**src/rtl/lgp_pkg.sv**
```systemverilog
// Package for the linear GP register machine: opcodes, controller states,
// register count, and the command/status structs between controller and datapath.
package lgp_pkg;

  typedef enum logic [3:0] {
    OP_LDP  = 4'd0,
    OP_LDC  = 4'd1,
    OP_NEG  = 4'd2,
    OP_ADD  = 4'd3,
    OP_SUB  = 4'd4,
    OP_MUL  = 4'd5,
    OP_DIV  = 4'd6,
    OP_SQR  = 4'd7,
    OP_ROOT = 4'd8,
    OP_COND = 4'd9,
    OP_NOP  = 4'd10
  } op_t;

  typedef enum logic [2:0] {
    ST_IDLE,
    ST_READ,
    ST_EXEC,
    ST_ITER,
    ST_WRITE,
    ST_OUT
  } state_t;

  // Register file depth; register indexes are 4 bits wide.
  localparam int NUM_REGS = 16;

  localparam logic signed [31:0] Q_ONE = 32'sh0001_0000;
  localparam int unsigned ITER_STEPS = 32;

  // Commands from controller to datapath.
  typedef struct packed {
    logic capture;   // latch the input transaction
    logic read;      // read source registers
    logic exec;      // start the operation
    logic iter;      // one step of the serial divide or root
    logic write;     // commit result and update skip flag
  } dp_cmd_t;

  // Status from datapath to controller.
  typedef struct packed {
    logic serial;    // current op uses the serial unit
    logic skip;      // item is skipped
  } dp_sts_t;

endpackage

```
**src/rtl/lgp_ctrl.sv**
```systemverilog
// Controller state machine for the register machine.
// Depends on lgp_pkg.
module lgp_ctrl
  import lgp_pkg::*;
(
  input  logic     clk,
  input  logic     rst_n,
  input  logic     in_fire,
  input  logic     out_fire,
  input  dp_sts_t  sts,
  output logic     in_ready,
  output logic     out_valid,
  output dp_cmd_t  cmd
);

  state_t state_r, state_nxt;
  logic [5:0] cnt_r, cnt_nxt;

  // State and step counter registers.
  always_ff @(posedge clk) begin
    if (!rst_n) begin
      state_r <= ST_IDLE;
      cnt_r   <= '0;
    end else begin
      state_r <= state_nxt;
      cnt_r   <= cnt_nxt;
    end
  end

  // Next state.
  always_comb begin
    state_nxt = state_r;
    cnt_nxt   = cnt_r;
    case (state_r)
      ST_IDLE:  if (in_fire) state_nxt = ST_READ;
      ST_READ:  state_nxt = sts.skip ? ST_WRITE : ST_EXEC;
      ST_EXEC: begin
        cnt_nxt   = '0;
        state_nxt = sts.serial ? ST_ITER : ST_WRITE;
      end
      ST_ITER: begin
        cnt_nxt = cnt_r + 6'd1;
        if (cnt_r == 6'(ITER_STEPS - 1)) state_nxt = ST_WRITE;
      end
      ST_WRITE: state_nxt = ST_OUT;
      ST_OUT:   if (out_fire) state_nxt = ST_IDLE;
      default:  state_nxt = ST_IDLE;
    endcase
  end

  // Outputs.
  always_comb begin
    cmd         = '0;
    in_ready    = 1'b0;
    out_valid   = 1'b0;
    case (state_r)
      ST_IDLE:  begin in_ready = 1'b1; cmd.capture = in_fire; end
      ST_READ:  cmd.read = 1'b1;
      ST_EXEC:  cmd.exec = 1'b1;
      ST_ITER:  cmd.iter = 1'b1;
      ST_WRITE: cmd.write = 1'b1;
      ST_OUT:   out_valid = 1'b1;
      default:  ;
    endcase
  end

endmodule

```
**config.mk**
```make
export PLATFORM = sky130hd
export DESIGN_NAME = lgp_ctrl
export DESIGN_NICKNAME = d
export VERILOG_FILES = /design/src/rtl/lgp_pkg.sv /design/src/rtl/lgp_ctrl.sv
export SDC_FILE = /design/constraint.sdc
export NUM_CORES = 1
export LEC_CHECK = 0
export BUFFER_PORTS_ARGS = -buffer_cell sky130_fd_sc_hd__buf_2
export CELL_PAD_IN_SITES_DETAIL_PLACEMENT = 0
export CELL_PAD_IN_SITES_GLOBAL_PLACEMENT = 1
export CORE_UTILIZATION = 37
export DETAILED_ROUTE_END_ITERATION = 8
export PLACE_DENSITY = 0.8
export RECOVER_POWER = 50
export SLEW_MARGIN = 20
export SYNTH_ARGS = -nofsm -noshare
export SYNTH_HDL_FRONTEND = slang
export SYNTH_SLANG_ARGS = --single-unit
```
**constraint.sdc**
```tcl
create_clock -name clk -period 1.31 [get_ports clk]
set_input_delay 0.0655 -clock clk [delete_from_list [all_inputs] [get_ports clk]]
set_output_delay 0.0655 -clock clk [all_outputs]
set_load 0.02 [all_outputs]
```
==> results of run 1 <==
-- sequential cells by signal, summed over array words and instances, names as in the netlist --
name,count
cnt_r,6
state_r,3
-- final cells by class --
cell class                 instances  area, µm²  share of cell area, %
tap                               16       20.0                   2.59
clock buffer                       4       26.3                   3.40
multi-input combinational         54        393                   50.8
timing repair buffer              21        138                   17.8
inverter                           1       3.75                  0.485
sequential                         9        193                   24.9
-- metrics by stage --
step	cell area (µm²)	hold slack [ps]	total power, mW	cells
2_1_floorplan	602	257	0.499	70
6_report	773	97.5	0.831	105
3_3_place_gp	691	373	0.573	99
5_1_grt	773	108	0.883	105
4_1_cts	721	95.5	0.793	103
3_5_place_dp	691	376	0.577	99
-- cells in the mapped netlist (all sizes together) --
master	n
a31oi	1
or3	1
a211oi	1
or2	1
ha	1
nand2	5
nand3	5
and4b	1
nand4	2
a21o	1
mux2i	3
and3b	1
buf	6
o21ai	5
nand4b	1
o41ai	1
nor4bb	1
nor3b	4
a21oi	2
and2	1
o211ai	1
inv	1
a21boi	3
o221ai	1
nor2	1
nand2b	3
dfxtp	9
nor2b	3
a311oi	1
o21a	1
nor3	2
-- worst max-delay path by stage --
stage                                         end  slack (ps)  depth (start not counted)
after floorplan                            cmd[4]          70                          4
after CTS                                  cmd[4]           6                          4
after global routing                       cmd[0]         -30                          4
final                                      cmd[4]          50                          4
after global placement      cnt_r[5]$_SDFFE_PN0P_          90                          3
after detailed placement  state_r[2]$_SDFFE_PN0P_          70                          4
-- placed cells by master (no fill, tap or decap), types with 2 or more instances in the layout --
cell type  count
buf_2         11
buf_4          8
nand3_1        5
nand2_1        5
dfxtp_1        5
nand2b_1       3
o21ai_1        3
mux2i_1        3
nor2b_1        3
clkbuf_4       3
dfxtp_4        3
nor3b_2        2
a21oi_1        2
nor3b_1        2
o21ai_0        2
a21boi_1       2
nand4_1        2
buf_6          2
-- kinds of logic after synthesis --
logic type / Yosys count / synth area share, %
AND/OR/NAND/NOR: 32 / 32.5
flip-flops: 9 / 30.2
multiplexers: 3 / 5.03
adder cells (fa/ha/maj): 1 / 2.10
AO/OA/AOI/OAI: 18 / 22.2
buffers and inverters: 7 / 7.97
-- metal layers --
| metal | part of all wire [%] | track usage (%) |
|---|---|---|
| met2 | 45 | 24.6 |
| met3 | 2.9 | 2.59 |
| met1 | 49 | 22.5 |
| met5 | 0 | 0 |
| met4 | 2.4 | 9.38 |
-- critical path: cells and delay by family, from the launching register on --
kind          cells  cell delay (ps)
buf+inv           2              230
flops             1              370
simple gates      2              330
-- timing repair --
action | 4_1_cts | 5_1_grt
gates resized for setup | 3 | 11
endpoints found under the setup margin | 7 | 6
setup buffers | 0 | 2
pin swaps | 0 | 2
-- where the power goes --
part	internal (mW)	total [mW]	switching, mW
clock	0.117	0.210	0.0929
sequential	0.293	0.328	0.0345
combinational	0.144	0.294	0.150
==> metrics.md, run 1 <==
| Metric | Value |
|---|---|
| Dpl ws | `73.1 ps` |
| HP Class | `input pin to register` |
| Gr ovfl total | `0` |
| Worst path cell trace | `buf_6 > nor3_4 > and2_4 > buf_6` |
| Worst setup EP type | `primary output` |
| Slew Limit Fails | `0` |
| Clk buf depth | `2` |
| Worst reg2reg path startpoint | `cnt_r[0]$_SDFFE_PN0P_` |
| Max_cap viols | `0` |
| # port buffers | `12` |
| Die Y | `42.2 µm` |
| Initial antenna violation count | `0` |
| DIE AREA | `1780 µm²` |
| Top cell by count, worst path | `buf_6` |
| Root buf cell | `clkbuf_4` |
| Reg2Reg Capture Point | `state_r[2]$_SDFFE_PN0P_` |
| Fin util | `51.3%` |
| Hold worst-path end | `state_r[1]$_SDFFE_PN0P_` |
| First-pass GRT wire length | `2.24 mm` |
| # hold bufs at CTS | `0` |
| Final Hold Fails | `0` |
| Syn Inst Count | `70` |
| TNS Setup | `0 ps` |
| WL per Instance | `13.1 µm` |
| Fmax | `793 MHz` |
| Mapped cell area | `597 µm²` |
| Routed wire length | `1.38 mm` |
| Clock sinks | `9` |
| Detail Route Antenna Nets | `0` |
| PD cells | `1070 nW/µm²` |
| Worst path max stage delay | `370 ps` |
| Number of buffers created by CTS | `3` |
| HP Start | `sts[0]` |
| Initial Util | `39.6%` |
| Area grow syn2layout | `29.6%` |
| Setup violators final | `0` |
| Antenna Cells | `0` |
| First-pass DRT Iterations | `4` |
| Core outline area | `1510 µm²` |
| Rows | `14` |
| Slew headroom | `77.9%` |
| Hold Path Depth | `3` |
| Crit path DAT | `1200 ps` |
| Die W | `42.2 µm` |
| Max Fanout on Critical Path | `8` |
| Area fraction of the dominant cell type after synthesis | `30.2%` |
| CTS tree | `built` |
| I/O pin cnt | `13` |
| Largest net degree at the start of global routing | `13` |
| Fraction of layout cells with a size suffix above 1 | `38.2%` |
| Count of cell types in the netlist | `35` |
| Nets | `97` |
| Initial DRC Count | `9` |
| Post-Syn Area per Cell | `8.53 µm²` |
| Routability congestion estimate | `0.805` |
| Post-route DRC violation count | `0` |
| Worst Setup Start Kind | `register` |
| GRT Util Overall | `16.5%` |
| Worst Tran Pin Value | `328 ps` |
| Setup crit start | `state_r[1]$_SDFFE_PN0P_` |
| Ranking of synthesized cells by area | `dfxtp_1 (30%), mux2i_1 (5.0%), nor3b_1 (5.0%)` |
| Final Cycle Share | `96.3%` |
| FF+latch count, synth | `9` |
| Vias in the first global route | `501` |
| H-tree depth | `1` |
| Sequential area share after synthesis | `30.2%` |
| Leak | `0.325 nW` |
| Fill count | `148` |
| Syn. warnings | `0` |
| Clk slew on worst S/H paths | `60 ps` |
| Status | `complete, no violations` |
| CP required | `1240 ps` |
| Via density per instance | `5.77` |
| Via count | `606` |
| Post-layout min period | `1260 ps` |
| Reg-to-reg setup timing slack | `120 ps` |
| Leading area contributor after synthesis | `dfxtp_1` |
| VDD IR max | `0.484 mV` |
| Post-DP HPWL | `991 µm` |
| Syn Nets | `77` |
| Depth of the worst register-to-register path | `4` |
| Latest clock arrival within the worst-skew pair | `250 ps` |
| Setup WS post-layout | `48.8 ps` |
| Skew final | `6.29 ps` |
| Kind of critical path | `register to primary output` |
| CP max-delay cell | `dfxtp_4` |
Power figures use the tool's default switching activity.
==> run 2, diff against run 1 <==
--- a/config.mk
+++ b/config.mk
@@ -5,7 +5,7 @@
 export SDC_FILE = /design/constraint.sdc
 export NUM_CORES = 1
 export LEC_CHECK = 0
-export BUFFER_PORTS_ARGS = -buffer_cell sky130_fd_sc_hd__buf_2
+export BUFFER_PORTS_ARGS = -buffer_cell sky130_fd_sc_hd__clkbuf_2
 export CELL_PAD_IN_SITES_DETAIL_PLACEMENT = 0
 export CELL_PAD_IN_SITES_GLOBAL_PLACEMENT = 1
 export CORE_UTILIZATION = 37
==> metrics.md, run 2 (synthesis results as in run 1) <==
| Metric | Value |
|---|---|
| Status | `complete, no violations` |
| Skew final | `3.47 ps (-2.81 ps)` |
| Fraction of layout cells with a size suffix above 1 | `37.5% (-0.70 points)` |
| I/O pin cnt | `13 (unchanged)` |
| # port buffers | `12 (unchanged)` |
| VDD IR max | `0.684 mV (+41%)` |
| Worst setup EP type | `primary output` |
| Via density per instance | `5.68 (-1.5%)` |
| Worst path max stage delay | `360 ps (about the same)` |
| Root buf cell | `clkbuf_4` |
| Number of buffers created by CTS | `3 (unchanged)` |
| H-tree depth | `1 (unchanged)` |
| Kind of critical path | `register to primary output` |
| Fmax | `767 MHz (-3.3%)` |
| Via count | `591 (-2.5%)` |
| Setup violators final | `0 (unchanged)` |
| Cell-internal power | `0.550 mW (-0.74%)` |
| Worst path cell trace | `buf_6 > nor3_4 > and2_4 > buf_6` |
| Max FFs per register | `6 (unchanged)` |
| Largest registers | `cnt_r: 6 flops, state_r: 3 flops` |
| Antenna Cells | `0 (unchanged)` |
| CP required | `1240 ps (about the same)` |
| Max_cap viols | `0 (unchanged)` |
| Worst Setup Start Kind | `register` |
| CP top delay family | `simple AND/OR/NAND/NOR gates` |
| Rows | `14 (unchanged)` |
| PD cells | `1080 nW/µm² (+0.71%)` |
| GRT Util Overall | `16.7% (+0.24 points)` |
| Nets | `96 (-1.0%)` |
| Worst Tran Pin Value | `330 ps (+2.39 ps)` |
| Final Cycle Share | `99.6% (+3.3 points)` |
| Unrepaired setup endpoints after global routing | `true` |
| CP max-delay cell | `dfxtp_4` |
| Largest net degree at the start of global routing | `10 (-3)` |
| Net Sw Frac | `34.1% (+0.75 points)` |
| Die W | `42.2 µm (unchanged)` |
| Initial antenna violation count | `0 (unchanged)` |
| Detail Route Antenna Nets | `0 (unchanged)` |
| DIE AREA | `1780 µm² (unchanged)` |
| Top layer in use | `met3` |
| Post-DP HPWL | `994 µm (+0.26%)` |
| HP Class | `input pin to register` |
| Clk buf depth | `2 (unchanged)` |
| WL per Instance | `12.9 µm (-2.0%)` |
| Sequential power share | `38.4% (-1.0 points)` |
| Largest register by flop count | `cnt_r` |
| Switching power | `0.285 mW (+2.6%)` |
| Metal2 WL | `621 µm (-0.16%)` |
| Dpl ws | `148 ps (+75.3 ps)` |
| Initial Util | `39.6% (unchanged)` |
| Commonest non-fill, non-tap cells in the layout | `clkbuf_2 (8), dfxtp_1 (6), buf_4 (6)` |
| Total setup buffers inserted after CTS | `0 (unchanged)` |
| Hold_ws | `92.6 ps (-4.92 ps)` |
| Fill count | `151 (+2.0%)` |
| Die Y | `42.2 µm (unchanged)` |
| Setup WS post-layout | `5.71 ps (-43.1 ps)` |
| Clock network power share | `26.0% (+0.7 points)` |
| Core outline area | `1510 µm² (unchanged)` |
| Gr ovfl total | `0 (unchanged)` |
| Max Fanout on Critical Path | `8 (unchanged)` |
| Area grow syn2layout | `29.1%` |
| Slew headroom | `77.8% (-0.16 points)` |
| Final Hold Fails | `0 (unchanged)` |
| Leak | `0.317 nW (-2.4%)` |
| CP Buf/Inv Count | `2 (unchanged)` |
| First-pass GRT wire length | `2.24 mm (+0.31%)` |
| Vias in the first global route | `520 (+3.8%)` |
| Crit path DAT | `1240 ps (+40 ps)` |
| First-pass DRT Iterations | `4 (unchanged)` |
| Clock sinks | `9 (unchanged)` |
| Most common cell after layout, fill and taps aside | `clkbuf_2` |
| # hold bufs at CTS | `0 (unchanged)` |
| Routability congestion estimate | `0.776 (-3.6%)` |
| Post-route DRC violation count | `0 (unchanged)` |
| Slew Limit Fails | `0 (unchanged)` |
| CTS tree | `built` |
| Clk slew on worst S/H paths | `60 ps (about the same)` |
| Tot Pwr | `0.834 mW (+0.38%)` |
| Post-layout min period | `1300 ps (+43.1 ps)` |
| Latest clock arrival within the worst-skew pair | `260 ps (about the same)` |
| Routed wire length | `1.34 mm (-2.9%)` |
| Met1 Wirelength | `645 µm (-5.1%)` |
| Initial DRC Count | `11 (+2)` |
| Top cell by count, worst path | `buf_6` |
| Comb pwr share | `35.6% (+0.3 points)` |
| Met3 routed WL | `71 µm (+78%)` |
-- run 2: routing by layer --
metal  vias to the layer above  track usage, %
met5                         -               0
li1                        296               -
met3                         0            7.76
met4                         0            3.75
met2                        11            26.5
met1                       284            20.7
-- run 2: final cells by class --
cell class              instances  area [µm²]  area share [%]
flip-flops and latches          9         191            24.8
inverters                       1        3.75           0.487
well taps                      16        20.0            2.60
multi-input cells              54         395            51.3
clock buffers                   4        26.3            3.41
repair buffers                 20         134            17.4
-- run 2: final timing paths --
kind,slack [ps],cells past startpoint,from,end
setup reg to reg,140,4,cnt_r[1]$_SDFFE_PN0P_,state_r[2]$_SDFFE_PN0P_
hold / removal,90,3,sts[0],state_r[1]$_SDFFE_PN0P_
setup / recovery,6,4,state_r[1]$_SDFFE_PN0P_,cmd[4]
hold reg to reg,500,2,cnt_r[5]$_SDFFE_PN0P_,cnt_r[5]$_SDFFE_PN0P_
-- run 2: stage by stage --
stage          std cells  TNS, ps  instance area [µm²]  util, %
2_1_floorplan         70        0                  602        -
3_3_place_gp         100        0                  698     46.3
3_5_place_dp         100        0                  698     46.3
4_1_cts              104    -38.8                  729     48.4
5_1_grt              104    -66.8                  771     51.2
6_report             104        0                  771     51.2
-- run 2: power groups by stage --
stage | logic [mW] | registers, mW | clock network (mW)
final | 0.297 | 0.321 | 0.217
after detailed placement | 0.263 | 0.319 | 0
after global routing | 0.322 | 0.324 | 0.243
after CTS | 0.266 | 0.315 | 0.225
after global placement | 0.260 | 0.319 | 0
after floorplan | 0.191 | 0.308 | 0
-- run 2: timing repair --
action                                 in CTS  in global routing
resized for setup                           3                 16
setup endpoints to repair                   4                  6
endpoints found under the hold margin       0                  0
pin swaps                                   0                  2
-- run 2: worst min-delay path: cells and delay by family --
kind                   cells  cell delay [ps]
AO/OA/AOI/OAI              1               80
buffers and inverters      1               70
AND/OR/NAND/NOR            1              100
